File: src/design/arpg_pkg.sv
// Package for the axis ring point generator.
// Holds datapath opcodes, command and status structs, config layout and register indexes.
// No dependencies.
package arpg_pkg;

  typedef enum logic [4:0] {
    OP_NONE      = 5'd0,
    OP_LOAD      = 5'd1,
    OP_MUL_CTR   = 5'd2,
    OP_SET_CTR   = 5'd3,
    OP_MUL_M     = 5'd4,
    OP_SET_M     = 5'd5,
    OP_VEC_W     = 5'd6,
    OP_MUL_T     = 5'd7,
    OP_ACC_T     = 5'd8,
    OP_VEC_F     = 5'd9,
    OP_MAG       = 5'd10,
    OP_SHR       = 5'd11,
    OP_SHL       = 5'd12,
    OP_SQ        = 5'd13,
    OP_SUM       = 5'd14,
    OP_SQRT_INIT = 5'd15,
    OP_SQRT_STEP = 5'd16,
    OP_MULQ      = 5'd17,
    OP_DIV_INIT  = 5'd18,
    OP_DIV_STEP  = 5'd19,
    OP_DIV_END   = 5'd20,
    OP_ZERO_OUT  = 5'd21,
    OP_PT_CTR    = 5'd22,
    OP_PT_FIRST  = 5'd23,
    OP_PT_NEXT   = 5'd24
  } op_e;

  typedef enum logic [2:0] {
    REG_START_X  = 3'd0,
    REG_START_Y  = 3'd1,
    REG_START_Z  = 3'd2,
    REG_END_X    = 3'd3,
    REG_END_Y    = 3'd4,
    REG_END_Z    = 3'd5,
    REG_PPR      = 3'd6,
    REG_TAN_STEP = 3'd7
  } reg_idx_e;

  typedef struct packed {
    op_e        op;
    logic [2:0] sel;
  } cmd_t;

  typedef struct packed {
    logic zero;
    logic hi;
    logic lo;
    logic special;
    logic degen;
  } stat_t;

  typedef struct packed {
    logic [2:0][23:0] start;
    logic [2:0][23:0] stop;
    logic [6:0]       ppr;
    logic [23:0]      tan_step;
  } cfg_t;

  localparam int unsigned CFG_W  = 24;
  localparam int unsigned FRAC_W = 17;
  localparam int unsigned RAD_W  = 23;

endpackage

File: src/design/arpg_ctrl.sv
// Sequencer of the axis ring point generator: one-hot state machine that issues
// datapath commands per point and counts points and unit iterations.
// Depends on arpg_pkg.
module arpg_ctrl #(
  parameter int MAX_POINTS = 64
) (
  input  logic            clk_i,
  input  logic            rst_ni,
  input  logic            in_valid_i,
  output logic            in_ready_o,
  input  logic [6:0]      ppr_i,
  input  arpg_pkg::stat_t stat_i,
  input  logic            out_ready_i,
  output arpg_pkg::cmd_t  cmd_o,
  output logic            emit_o,
  output logic            last_o
);
  import arpg_pkg::*;

  localparam int KW = $clog2(MAX_POINTS);

  typedef enum logic [20:0] {
    ST_IDLE      = 21'h000001,
    ST_CTR_MUL   = 21'h000002,
    ST_CTR_SET   = 21'h000004,
    ST_M_MUL     = 21'h000008,
    ST_M_SET     = 21'h000010,
    ST_PT_SEL    = 21'h000020,
    ST_T_MUL     = 21'h000040,
    ST_T_ACC     = 21'h000080,
    ST_MAG       = 21'h000100,
    ST_NORM      = 21'h000200,
    ST_SQ_MUL    = 21'h000400,
    ST_SQ_SUM    = 21'h000800,
    ST_SQRT_INIT = 21'h001000,
    ST_SQRT      = 21'h002000,
    ST_Q_MUL     = 21'h004000,
    ST_DIV_INIT  = 21'h008000,
    ST_DIV       = 21'h010000,
    ST_DIV_END   = 21'h020000,
    ST_VEC_F     = 21'h040000,
    ST_PT_SET    = 21'h080000,
    ST_EMIT      = 21'h100000
  } state_e;

  typedef enum logic [1:0] {
    PH_W = 2'd0,
    PH_T = 2'd1,
    PH_F = 2'd2
  } phase_e;

  state_e          state_q, state_d, done_st;
  phase_e          ph_q, ph_d;
  logic [1:0]      idx_q, idx_d;
  logic [5:0]      cnt_q, cnt_d;
  logic [KW-1:0]   k_q, k_d;
  logic [KW-1:0]   nlast_q, nlast_d;
  logic [6:0]      np_c;

  always_comb begin
    np_c = ppr_i;
    if (ppr_i < 7'd5) np_c = 7'd5;
    else if (ppr_i > 7'(MAX_POINTS)) np_c = 7'(MAX_POINTS);
  end

  assign done_st    = (ph_q == PH_T) ? ST_VEC_F : ST_PT_SET;
  assign in_ready_o = (state_q == ST_IDLE);
  assign last_o     = (k_q == nlast_q);

  always_comb begin
    state_d = state_q;
    ph_d    = ph_q;
    idx_d   = idx_q;
    cnt_d   = cnt_q;
    k_d     = k_q;
    nlast_d = nlast_q;
    cmd_o   = '{op: OP_NONE, sel: 3'd0};
    emit_o  = 1'b0;
    unique case (state_q)
      ST_IDLE: begin
        if (in_valid_i) begin
          cmd_o.op = OP_LOAD;
          nlast_d  = KW'(np_c - 7'd1);
          k_d      = '0;
          idx_d    = '0;
          state_d  = ST_CTR_MUL;
        end
      end
      ST_CTR_MUL: begin
        cmd_o   = '{op: OP_MUL_CTR, sel: 3'(idx_q)};
        state_d = ST_CTR_SET;
      end
      ST_CTR_SET: begin
        cmd_o = '{op: OP_SET_CTR, sel: 3'(idx_q)};
        if (idx_q == 2'd2) begin
          idx_d   = '0;
          state_d = ST_M_MUL;
        end else begin
          idx_d   = idx_q + 2'd1;
          state_d = ST_CTR_MUL;
        end
      end
      ST_M_MUL: begin
        cmd_o.op = OP_MUL_M;
        state_d  = ST_M_SET;
      end
      ST_M_SET: begin
        cmd_o.op = OP_SET_M;
        state_d  = ST_PT_SEL;
      end
      ST_PT_SEL: begin
        if (stat_i.special) begin
          state_d = ST_PT_SET;
        end else if (k_q == '0) begin
          cmd_o.op = OP_VEC_W;
          ph_d     = PH_W;
          state_d  = ST_MAG;
        end else begin
          ph_d    = PH_T;
          cnt_d   = '0;
          state_d = ST_T_MUL;
        end
      end
      ST_T_MUL: begin
        cmd_o   = '{op: OP_MUL_T, sel: cnt_q[2:0]};
        state_d = ST_T_ACC;
      end
      ST_T_ACC: begin
        cmd_o = '{op: OP_ACC_T, sel: cnt_q[2:0]};
        if (cnt_q == 6'd5) begin
          state_d = ST_MAG;
        end else begin
          cnt_d   = cnt_q + 6'd1;
          state_d = ST_T_MUL;
        end
      end
      ST_MAG: begin
        cmd_o.op = OP_MAG;
        state_d  = ST_NORM;
      end
      ST_NORM: begin
        if (stat_i.zero) begin
          cmd_o.op = OP_ZERO_OUT;
          state_d  = done_st;
        end else if (stat_i.hi) begin
          cmd_o.op = OP_SHR;
        end else if (stat_i.lo) begin
          cmd_o.op = OP_SHL;
        end else begin
          idx_d   = '0;
          state_d = ST_SQ_MUL;
        end
      end
      ST_SQ_MUL: begin
        cmd_o   = '{op: OP_SQ, sel: 3'(idx_q)};
        state_d = ST_SQ_SUM;
      end
      ST_SQ_SUM: begin
        cmd_o = '{op: OP_SUM, sel: 3'(idx_q)};
        if (idx_q == 2'd2) begin
          idx_d   = '0;
          state_d = ST_SQRT_INIT;
        end else begin
          idx_d   = idx_q + 2'd1;
          state_d = ST_SQ_MUL;
        end
      end
      ST_SQRT_INIT: begin
        cmd_o.op = OP_SQRT_INIT;
        cnt_d    = '0;
        state_d  = ST_SQRT;
      end
      ST_SQRT: begin
        cmd_o.op = OP_SQRT_STEP;
        if (cnt_q == 6'd31) begin
          state_d = ST_Q_MUL;
        end else begin
          cnt_d = cnt_q + 6'd1;
        end
      end
      ST_Q_MUL: begin
        cmd_o   = '{op: OP_MULQ, sel: 3'(idx_q)};
        state_d = ST_DIV_INIT;
      end
      ST_DIV_INIT: begin
        cmd_o.op = OP_DIV_INIT;
        cnt_d    = '0;
        state_d  = ST_DIV;
      end
      ST_DIV: begin
        cmd_o.op = OP_DIV_STEP;
        if (cnt_q == 6'd32) begin
          state_d = ST_DIV_END;
        end else begin
          cnt_d = cnt_q + 6'd1;
        end
      end
      ST_DIV_END: begin
        cmd_o = '{op: OP_DIV_END, sel: 3'(idx_q)};
        if (idx_q == 2'd2) begin
          idx_d   = '0;
          state_d = done_st;
        end else begin
          idx_d   = idx_q + 2'd1;
          state_d = ST_Q_MUL;
        end
      end
      ST_VEC_F: begin
        cmd_o.op = OP_VEC_F;
        ph_d     = PH_F;
        state_d  = ST_MAG;
      end
      ST_PT_SET: begin
        if (stat_i.special) cmd_o.op = OP_PT_CTR;
        else if (ph_q == PH_W) cmd_o.op = OP_PT_FIRST;
        else cmd_o.op = OP_PT_NEXT;
        state_d = ST_EMIT;
      end
      ST_EMIT: begin
        if (out_ready_i) begin
          emit_o = 1'b1;
          if (k_q == nlast_q) begin
            state_d = ST_IDLE;
          end else begin
            k_d     = k_q + KW'(1);
            state_d = ST_PT_SEL;
          end
        end
      end
      default: state_d = ST_IDLE;
    endcase
  end

  always_ff @(posedge clk_i or negedge rst_ni) begin
    if (!rst_ni) begin
      state_q <= ST_IDLE;
      ph_q    <= PH_W;
      idx_q   <= '0;
      cnt_q   <= '0;
      k_q     <= '0;
      nlast_q <= '0;
    end else begin
      state_q <= state_d;
      ph_q    <= ph_d;
      idx_q   <= idx_d;
      cnt_q   <= cnt_d;
      k_q     <= k_d;
      nlast_q <= nlast_d;
    end
  end

endmodule

File: config.mk
export PLATFORM = sky130hd
export DESIGN_NAME = arpg_ctrl
export DESIGN_NICKNAME = d
export VERILOG_FILES = /design/src/design/arpg_pkg.sv /design/src/design/arpg_ctrl.sv
export SDC_FILE = /design/constraint.sdc
export NUM_CORES = 1
export LEC_CHECK = 0
export BUFFER_PORTS_ARGS = -buffer_cell sky130_fd_sc_hd__clkbuf_2
export CAP_MARGIN = 20
export CORE_ASPECT_RATIO = 1.75
export CORE_UTILIZATION = 50
export DETAILED_ROUTE_END_ITERATION = 8
export PLACE_DENSITY_LB_ADDON = 0.08
export SLEW_MARGIN = 20
export SYNTH_ARGS = -nofsm -noshare
export SYNTH_HDL_FRONTEND = slang
export SYNTH_SLANG_ARGS = --single-unit
File: constraint.sdc
create_clock -name clk_i -period 2.7 [get_ports clk_i]
set_clock_uncertainty 0.1 [all_clocks]
set_input_delay 0.135 -clock clk_i [delete_from_list [all_inputs] [get_ports clk_i]]
set_output_delay 0.135 -clock clk_i [all_outputs]
set_load 0.01 [all_outputs]
# ---- After elaboration in Yosys (flattened, before gate mapping)
# Cells that the tools add are included.
dict set report totals {
  elab_cells 119
  ff_bits 43
}
dict set report classes {
  n_mux 49
  reduce_logical 16
  order_cmp 2
  addsub 4
  eq_ne 42
}
# op count
set op_table {}
lappend op_table {{$pmux W21 S21} 1}
lappend op_table {{$mux W21} 7}
lappend op_table {{$pmux W5 S20} 1}
lappend op_table {{$mux W6} 11}
lappend op_table {{$mux W20} 3}
lappend op_table {{$pmux W6 S5} 1}
lappend op_table {{$ne A2 B2 Y1 const B} 13}
lappend op_table {{$eq A21 B1 Y1 const B} 1}
lappend op_table {{$eq A21 B10 Y1 const B} 1}
lappend op_table {{$eq A21 B11 Y1 const B} 1}
lappend op_table {{$eq A21 B12 Y1 const B} 1}
lappend op_table {{$eq A21 B13 Y1 const B} 1}
lappend op_table {{$eq A21 B14 Y1 const B} 1}
lappend op_table {{$eq A21 B15 Y1 const B} 1}
lappend op_table {{$eq A21 B16 Y1 const B} 1}
lappend op_table {{$eq A21 B17 Y1 const B} 1}
lappend op_table {{$eq A21 B18 Y1 const B} 1}
lappend op_table {{$eq A21 B19 Y1 const B} 1}
lappend op_table {{$eq A21 B2 Y1 const B} 1}
lappend op_table {{$eq A21 B20 Y1 const B} 1}
lappend op_table {{$eq A21 B21 Y1 const B} 1}
lappend op_table {{$eq A21 B3 Y1 const B} 1}
lappend op_table {{$eq A21 B4 Y1 const B} 1}
lappend op_table {{$eq A21 B5 Y1 const B} 1}
lappend op_table {{39 further kinds} 59}

# ---- Logic depth before layout (Yosys ltp)
# Gate-level depths: netlist of run 1.
dict set report depth {
  depth_word 4
  depth_mapped 9
}

# ---- Worst setup path after synthesis of run 1
# OpenSTA, ideal clock, no wires.
dict set report synth_path {
  kind {flip-flop to flip-flop}
  start {reg state_q[0]}
  end {reg k_q[0]}
  required_time_ns 2.475
  path_stages_with_launch 6
  setup_slack_ns 0.283
  arrival_ns 2.193
  path_buffers 0
  cell_sequence {dfstp_2 or4b_1 or2_2 o32ai_2 nor2_1 mux2_2}
}
dict set report synth_between {
  elab_chain_cells 3
}
# item line_no
set synth_rtl {}
lappend synth_rtl {{from (decl)} arpg_ctrl.sv:52} ;# state_e state_q, state_d, done_st;
lappend synth_rtl {{from (signal assigned)} arpg_ctrl.sv:243} ;# state_q <= state_d;
lappend synth_rtl {{$eq A21 B21 Y1 or $eq A21 B1 Y1 (tied branches)} arpg_ctrl.sv:79} ;# unique case (state_q)
lappend synth_rtl {{$ne A2 B2 Y1 (no line) or $reduce_bool A2 Y1 (tied branches)} --}
lappend synth_rtl {{$reduce_and A4 Y1 (no line)} --}
lappend synth_rtl {{to (signal assigned)} arpg_ctrl.sv:247} ;# k_q <= k_d;
lappend synth_rtl {{to (decl)} arpg_ctrl.sv:56} ;# logic [KW-1:0] k_q, k_d;
# Parallel ways exist; a longest one is shown, timed or not.
# A chain may end at the register's enable or synchronous reset.

==> qor.yml, run 1 <==
status: "finished, final reports clean"
power_density_nw_per_um2: 556
wirelength_um: 11400
crit_path_cell_trace: "or4_4 -> nor4_4 -> nand4_1 -> nand4_1 -> a22o_1 -> buf_2"
worst-path-buf-inv: 1
wl_per_cell_um: 20.7
vias: 3564
rr_startpoint: "state_q[3]$_DFFE_PN0P_"
cts_sinks: 43
p_total_mw: 2.38
dieArea_um2: 6930
design_area_um2: 4280
cts_tree: "built"
slowest_stage: "or4_4"
die_x_um: 63.4
hold_viol_final: 0
worst-path-max-fanout: 7
hpwl_um: 8710
ff2ff_setup_slack_ns: 0.08
min_from: "in_valid_i"
drc_errors: 0
fin_crit_sh_pct: 99.4
cpPeakStageDelay_ns: 0.57
cts_buffers: 5
gr-total-overflow: 0
finalNetCount: 491
port_buffers: 25
syn_avg_cell_area_um2: 8.56
rsz0062_at_grt: "yes"
start_util_pct: 52.5
whs_ns: 0.0147
min_path_cells: 2
reg2reg_depth: 7
syn_inst: 385
dp.cells: 518
tns_ns: 0
ys_seq_area_share_pct: 32.7
rows: 38
crit_required_ns: 2.47
end_kind: "output port"
ir_worst_vdd_mv: 0.498
vias_per_cell: 6.48
synth.distinct_cells: 66
hold_path_end: "k_q[5]$_DFFE_PN0P_"
fp.coreArea_um2: 6280
fmaxAchievable_mhz: 372
clock_latency_ns: 0.32
max_slew_margin_pct: 56.1
drt-initial-drc-count: 325
period_minus_slack_ns: 2.69
switching_power_mw: 0.910
cp.depth: 6
slew_viol_final: 0
p_leak_nw: 1.96
ys.flop_type: "dfrtp_1"
syn_nets: 407
grtUsageTotal_pct: 34.4
power_frac_seq_pct: 34.3
cts_root_buf: "clkbuf_8"
worst_setup_path_start_kind: "flop"
setup_viol_count_final: 0
drive_gt1_share_pct: 36.2
die_h_um: 109
p_int_mw: 1.47
grt_max_degree: 44
diodes: 0
maxCapViolations: 0
firstDrtPassIters: 6
synthToLayoutAreaGrowth_pct: 29.9
cts.clk_slew.worst_paths_ns: 0.09
synth_edf_count: 0
layout_common_cells: "buf_4, dfrtp_1, nand2_1"
r2r-end: "cnt_q[1]$_DFFE_PN0P_"
grt_pass1_wl_um: 17800
swShare_pct: 38.3
final_cells: 550
layout_commonest_cell: "buf_4"
grt_pass1_vias: 3514
ys_ff_latch: 43
worst_pin_slew_ns: 0.650
gp_congestion: 1.02
synth_warnings: 0
critical-path-top-delay-family: "simple AND/OR/NAND/NOR gates"
syn_area_um2: 3290
hold_class: "in2reg"
ant_nets: 0
pwr-share-comb_pct: 43.7
cp.arrival_ns: 2.45
htreeDepth: 2
ios: 27
critPathMostFrequentCell: "nand4_1"
clkPwrFrac_pct: 22.0
place_area_um2: 3760
cts_buffer_depth: 2
antenna_found_initial: 0
async_flop_share_pct: 100
criticalPathCategory: "reg2out"
worst max-delay path by stage:
stage / slack [ns] / from / to
after CTS: 0.001 / state_q[5]$_DFFE_PN0P_ / cmd_o[6]
after detailed placement: 0.06 / state_q[10]$_DFFE_PN0P_ / idx_q[1]$_DFFE_PN0P_
after global placement: 0.1 / state_q[14]$_DFFE_PN0P_ / cmd_o[3]
after floorplan: 0.28 / state_q[0]$_DFFE_PN1P_ / k_q[0]$_DFFE_PN0P_
after global routing: -0.11 / state_q[5]$_DFFE_PN0P_ / cmd_o[0]
final: 0.01 / state_q[5]$_DFFE_PN0P_ / cmd_o[0]
kinds of logic after synthesis:
kind of cell | after synthesis | share of synthesized area, %
fa+ha+maj | 6 | 2.28
flops | 43 | 32.7
compound gates | 75 | 17.3
mux | 2 | 0.684
buf+inv | 30 | 3.99
simple gates | 212 | 38.5
xor+xnor | 17 | 4.52
per-stage QoR:
stage	setup slack [ns]	util (%)
3_3_place_gp	0.0964	60.0
3_5_place_dp	0.0576	60.0
4_1_cts	0.00139	63.8
5_1_grt	-0.115	68.2
6_report	0.0149	68.2
2_1_floorplan	0.283	-
layout make-up:
class	count	area (um^2)
Clock buffer	5	68.8
Clock inverter	3	43.8
Fill cell	557	2000
Multi-Input combinational cell	312	2280
Sequential cell	43	1090
Tap cell	80	100
Timing Repair Buffer	91	628
Inverter	16	63.8
registers in the layout (all words and copies together) (netlist names):
name	count
idx_q	2
ph_q	2
nlast_q	6
k_q	6
state_q	21
cnt_q	6
timing repair:
action / CTS / global route
setup endpoints to repair: 7 / 9
gates resized for setup: 17 / 38
gates cloned: 0 / 1
setup buffers: 7 / 15
pin swaps: 5 / 17
hold buffers: 1 / 0
endpoints found under the hold margin: 42 / 0
synthesized netlist by cell type, drive strengths merged (3+ instances only):
cell type	n	area, um^2
nor3b	3	22.5
nor2b	14	87.6
dfrtp	42	1050
and3	4	25.0
a21oi	19	95.1
inv	15	56.3
buf	6	41.3
nor2	29	111
nand2	28	105
nand3	26	130
or4b	6	60.1
ha	6	75.1
nor4	18	158
or3	12	75.1
o21ai	18	90.1
clkbuf	8	30.0
o311a	3	30.0
a21o	3	22.5
nand4	18	119
or2	6	37.5
o32ai	3	33.8
nor3	21	126
a31oi	3	18.8
or4	9	71.3
nand3b	5	37.5
nor4b	4	35.0
xnor2	6	52.6
a211oi	8	85.1
xor2	11	96.3
layer usage:
metal	GRT usage (%)	vias up	routed length (um)
met5	0	-	0
met4	28.6	0	1030
met3	4.67	77	565
met2	61.9	179	5950
met1	34.7	1682	3860
li1	-	1626	-
power groups by stage:
stage / clock network [mW] / logic [mW] / registers (mW)
6_report: 0.523 / 1.04 / 0.816
4_1_cts: 0.530 / 0.941 / 0.815
5_1_grt: 0.552 / 1.13 / 0.825
3_5_place_dp: 0 / 0.886 / 0.826
3_3_place_gp: 0 / 0.880 / 0.824
2_1_floorplan: 0 / 0.535 / 0.800
Note: power is estimated with default switching activity, not from simulation.
==> run 2, diff against run 1 <==
--- a/config.mk
+++ b/config.mk
@@ -11,6 +11,7 @@
 export CORE_UTILIZATION = 50
 export DETAILED_ROUTE_END_ITERATION = 8
 export PLACE_DENSITY_LB_ADDON = 0.08
+export SETUP_SLACK_MARGIN = 0.2
 export SLEW_MARGIN = 20
 export SYNTH_ARGS = -nofsm -noshare
 export SYNTH_HDL_FRONTEND = slang
==> qor.yml, run 2 (synthesis gave the netlist of run 1 again) <==
worst-path-buf-inv: 3
power_frac_seq_pct: 30.6
worst_setup_path_start_kind: "flop"
hold_path_end: "k_q[4]$_DFFE_PN0P_"
grt_max_degree: 44
gr-total-overflow: 0
vias_per_cell: 6.53
ios: 27
power_density_nw_per_um2: 561
ff2ff_setup_slack_ns: 0.08
whs_ns: 0.00666
ir_worst_vdd_mv: 0.557
port_buffers: 25
reg2reg_depth: 7
swShare_pct: 38.5
worst_pin_slew_ns: 0.653
fp.coreArea_um2: 6280
place_ws_ns: 0.0576
worst_slack_ns: 0.0185
largest_register: "state_q"
rsz0062_at_grt: "yes"
grt_pass1_wl_um: 18700
ant_nets: 0
drive_gt1_share_pct: 44.4
vias: 3728
die_h_um: 109
clkPwrFrac_pct: 19.6
grtUsageTotal_pct: 36.1
cts_sinks: 43
min_path_cells: 2
switching_power_mw: 1.03
cts.clk_slew.worst_paths_ns: 0.09
hold_viol_final: 0
p_int_mw: 1.64
r2r-end: "cnt_q[1]$_DFFE_PN0P_"
max_slew_margin_pct: 56.1
wl_per_cell_um: 22.0
pwr-share-comb_pct: 49.8
crit_path_cell_trace: "or4_4 -> nor3_4 -> buf_6 -> nand3_2 -> buf_4 -> nand2_1 -> a21oi_1 -> nand3_1 -> buf_2"
design_area_um2: 4760
layout_commonest_cell: "buf_4"
wirelength_um: 12600
cpPeakStageDelay_ns: 0.61
cts_tree: "built"
gp_congestion: 1.02
min_from: "in_valid_i"
place_area_um2: 3760
antenna_found_initial: 0
drt-initial-drc-count: 329
dieArea_um2: 6930
status: "finished, final reports clean"
end_kind: "output port"
fin_crit_sh_pct: 99.3
crit_required_ns: 2.47
setup_viol_count_final: 0
diodes: 0
fmaxAchievable_mhz: 373
hold_class: "in2reg"
dp.cells: 518
hpwl_um: 8710
period_minus_slack_ns: 2.68
cts_buffers: 5
clock_latency_ns: 0.32
tns_ns: 0
cts_buffer_depth: 2
start_util_pct: 52.5
htreeDepth: 2
rr_startpoint: "state_q[2]$_DFFE_PN0P_"
drc_errors: 0
worst-path-max-fanout: 7
layout_common_cells: "buf_4, dfrtp_1, nor2_1, nand2_1, clkbuf_2"
final_cells: 571
p_leak_nw: 2.15
die_x_um: 63.4
synthToLayoutAreaGrowth_pct: 44.5
rows: 38
cp.arrival_ns: 2.45
maxCapViolations: 0
finalNetCount: 512
slew_viol_final: 0
firstDrtPassIters: 6
cts_root_buf: "clkbuf_8"
criticalPathCategory: "reg2out"
slowest_stage: "or4_4"
largest_reg_flops: 21
grt_pass1_vias: 3687
critical-path-top-delay-family: "simple AND/OR/NAND/NOR gates"
## run 2: changes by cell type in the layout (fill, tap and decap cells not counted), moves of 3 or more
cell      change
nor3_1        -4
nand3_4       +3
nor3_4        +4
nor4_2        +3
buf_4        +10
nand3_1       -4
clkbuf_2      -3
buf_6        +12
nor4_1        -4
## run 2: area by class of cell
| cell class | instances | area, um^2 |
|---|---|---|
| fill | 486 | 1520 |
| sequential | 43 | 1090 |
| inverter | 16 | 62.6 |
| clock buffer | 5 | 68.8 |
| multi-input combinational | 312 | 2540 |
| timing repair buffer | 112 | 848 |
| clock inverter | 3 | 43.8 |
| tap | 80 | 100 |
## run 2: per-stage QoR
stage | total power, mW | utilization, %
after detailed placement | 1.71 | 60.0
after global routing | 2.79 | 75.8
after global placement | 1.70 | 60.0
after floorplan | 1.33 | -
after CTS | 2.38 | 69.0
final | 2.67 | 75.8
## run 2: worst max-delay path by stage
stage | endpoint | startpoint | cells after the start | slack, ns
2_1_floorplan | k_q[0]$_DFFE_PN0P_ | state_q[0]$_DFFE_PN1P_ | 5 | 0.28
3_3_place_gp | cmd_o[3] | state_q[14]$_DFFE_PN0P_ | 7 | 0.1
3_5_place_dp | idx_q[1]$_DFFE_PN0P_ | state_q[10]$_DFFE_PN0P_ | 6 | 0.06
4_1_cts | cmd_o[0] | state_q[5]$_DFFE_PN0P_ | 6 | 0.05
5_1_grt | cmd_o[5] | state_q[11]$_DFFE_PN0P_ | 8 | -0.18
6_report | cmd_o[3] | state_q[2]$_DFFE_PN0P_ | 9 | 0.02
## run 2: power by group through the flow
stage,registers (mW),logic [mW],clock network (mW)
3_3_place_gp,0.824,0.880,0
3_5_place_dp,0.826,0.886,0
4_1_cts,0.813,1.04,0.530
6_report,0.818,1.33,0.523
5_1_grt,0.825,1.41,0.555
2_1_floorplan,0.800,0.535,0
## run 2: timing repair
action,CTS,global route
hold endpoints to repair,42,0
pin swaps,27,33
cloned,0,0
gates resized for setup,49,68
setup buffers,29,15
hold buffers,1,0
setup endpoints to repair,21,31
## run 2: layer usage
metal | wire length (um) | up-vias | GRT usage (%) | part of all wire (%)
met1 | 4330 | 1769 | 36.3 | 34
met3 | 614 | 83 | 4.56 | 4.9
li1 | - | 1669 | - | -
met5 | 0 | - | 0 | 0
met2 | 6620 | 207 | 65.3 | 53
met4 | 1010 | 0 | 29.7 | 8.0
==> run 3, diff against run 2 <==
--- a/config.mk
+++ b/config.mk
@@ -5,6 +5,7 @@
 export SDC_FILE = /design/constraint.sdc
 export NUM_CORES = 1
 export LEC_CHECK = 0
+export ABC_AREA = 1
 export BUFFER_PORTS_ARGS = -buffer_cell sky130_fd_sc_hd__clkbuf_2
 export CAP_MARGIN = 20
 export CORE_ASPECT_RATIO = 1.75
==> qor.yml, run 3 <==
cts_sinks: 43
maxCapViolations: 0
synth_warnings: 0
synth_xor_area_share_pct: 2.94
crit_path_cell_trace: "nor2_4 -> nand2_4 -> nor2_8 -> buf_4 -> nand2_4 -> inv_4 -> nand2_1 -> nor3_1 -> nor4_2 -> nand3_1 -> clkbuf_2"
place_area_um2: 3490
design_area_um2: 3730
synth_edf_count: 0
cts_tree: "built"
synth.area.mux_share_pct: 0
synth_compound_area_share_pct: 6.26
tns_ns: 0
fmaxAchievable_mhz: 421
ys.flop_type: "dfrtp_1"
finalNetCount: 543
async_flop_share_pct: 100
r2r-end: "idx_q[0]$_DFFE_PN0P_"
gr-total-overflow: 0
period_minus_slack_ns: 2.37
criticalPathCategory: "reg2out"
die_h_um: 109
synth.distinct_cells: 38
synthTopCellsByCount: "nand2_1, inv_1, nor2_1, nand3_1, dfrtp_1"
diodes: 0
syn_nets: 502
layout_common_cells: "nand2_1, inv_1, nor2_1"
power_density_nw_per_um2: 669
ys_seq_area_share_pct: 32.9
cts_buffer_depth: 2
end_kind: "output port"
largest_register: "state_q"
htreeDepth: 2
final_util_pct: 59.4
die_x_um: 63.2
whs_ns: 0.0353
grt_pass1_vias: 3107
p_total_mw: 2.49
layout_commonest_cell: "nand2_1"
drc_errors: 0
worst_pin_slew_ns: 0.877
cts.clk_slew.worst_paths_ns: 0.08
port_buffers: 25
ff2ff_setup_slack_ns: 0.55
pwr-share-comb_pct: 46.0
firstDrtPassIters: 5
crit_required_ns: 2.47
synth-simple-area-share_pct: 45.4
hold_path_end: "nlast_q[5]$_DFFE_PN0P_"
antenna_found_initial: 0
min_path_cells: 3
cts_buffers: 5
synth_area_leaders: "dfrtp_1, nand2_1, inv_1"
n_fill_cell: 660
reg2reg_depth: 12
rsz0062_at_grt: "yes"
ios: 27
rr_startpoint: "state_q[13]$_DFFE_PN0P_"
ant_nets: 0
max_slew_margin_pct: 41.6
largest_reg_flops: 21
synthToLayoutAreaGrowth_pct: 13.7
fp.coreArea_um2: 6280
cts_root_buf: "clkbuf_8"
vias: 3205
synth_top_cell_area_share_pct: 32.1
start_util_pct: 52.2
power_frac_seq_pct: 34.2
grtUsageTotal_pct: 27.5
min_from: "ppr_i[6]"
synth-adder-area-share_pct: 2.29
hpwl_um: 6960
hold_class: "in2reg"
ys_ff_latch: 43
syn_avg_cell_area_um2: 6.83
post-synth-top-count-cell: "nand2_1"
cpPeakStageDelay_ns: 0.42
p_int_mw: 1.42
worst-path-max-fanout: 7
gp_congestion: 0.987
ir_worst_vdd_mv: 0.591
drt-initial-drc-count: 207
rows: 38
setup_viol_count_final: 0
clkPwrFrac_pct: 19.8
vias_per_cell: 5.33
critPathMostFrequentCell: "nand2_4"
synth_top_family_by_area: "simple AND/OR/NAND/NOR gates"
syn_inst: 480
yosysTopAreaCell: "dfrtp_1"
slew_viol_final: 0
grt_max_degree: 34
syn_area_um2: 3280
dieArea_um2: 6900
cp.arrival_ns: 2.14
worst_setup_path_start_kind: "flop"
swShare_pct: 42.9
p_leak_nw: 2.11
hold_viol_final: 0
drive_gt1_share_pct: 19.4
clock_latency_ns: 0.31
switching_power_mw: 1.07
wirelength_um: 8920
fin_crit_sh_pct: 87.9
status: "finished, final reports clean"
wl_per_cell_um: 14.8
slowest_stage: "dfrtp_1"
grt_pass1_wl_um: 14400
run 3: final cells by class:
class	count	area [um^2]	area share, %
Clock inverter	1	30.0	0.805
Tap cell	80	100	2.68
Clock buffer	6	72.6	1.95
Timing Repair Buffer	36	210	5.64
Inverter	82	313	8.39
Multi-Input combinational cell	353	1930	51.6
Sequential cell	43	1080	28.9
run 3: worst max-delay path: cells and delay by family, from the launching register on:
family,cells,cell delay [ns]
buffers and inverters,3,0.36
flip-flops,1,0.42
AND/OR/NAND/NOR,8,1.05
run 3: through the flow:
stage                     instances  worst slack [ns]
after floorplan                 480             0.935
final                           601             0.327
after CTS                       595             0.211
after global routing            601             0.158
after detailed placement        584             0.523
after global placement          584             0.560
run 3: timing repair:
item,CTS,global route
setup endpoints to repair,2,8
hold buffers,1,0
gates cloned,0,1
setup buffers,3,5
pin swaps,1,1
endpoints found under the hold margin,30,0
gates resized for setup,0,11
run 3: routing by layer:
layer / share of wire (%) / global-route usage, % / up-vias / routed length [um]
li1: - / - / 1612 / -
met1: 38 / 28.5 / 1475 / 3380
met2: 53 / 51.4 / 82 / 4760
met3: 3.0 / 3.66 / 36 / 266
met4: 5.7 / 16.9 / 0 / 505
met5: 0 / 0 / - / 0
run 3: power by group through the flow:
stage / clock network (mW) / registers, mW / logic (mW)
floorplan: 0 / 0.843 / 0.802
global placement: 0 / 0.857 / 1.03
detailed placement: 0 / 0.863 / 1.04
CTS: 0.503 / 0.851 / 1.05
global route: 0.532 / 0.866 / 1.27
finish: 0.493 / 0.853 / 1.15
run 3: worst max path at each step:
| stage | start | to | slack [ns] |
|---|---|---|---|
| 6_report | state_q[13]$_DFFE_PN0P_ | cmd_o[3] | 0.33 |
| 5_1_grt | state_q[20]$_DFFE_PN0P_ | cmd_o[4] | 0.16 |
| 4_1_cts | state_q[8]$_DFFE_PN0P_ | cmd_o[0] | 0.21 |
| 3_5_place_dp | state_q[19]$_DFFE_PN0P_ | cmd_o[0] | 0.52 |
| 3_3_place_gp | state_q[19]$_DFFE_PN0P_ | cmd_o[0] | 0.56 |
| 2_1_floorplan | state_q[13]$_DFFE_PN0P_ | cmd_o[0] | 0.94 |
run 3: cells by family (layout without fill, tap and decap cells):
| group | count (synthesis) | after routing |
|---|---|---|
| adders and majority gates | 6 | 6 |
| AOI/OAI and AO/OA | 39 | 39 |
| buffers and inverters | 85 | 125 |
| and+or+nand+nor | 296 | 297 |
| xor gates and xnor gates | 11 | 11 |
| DFF | 43 | 43 |
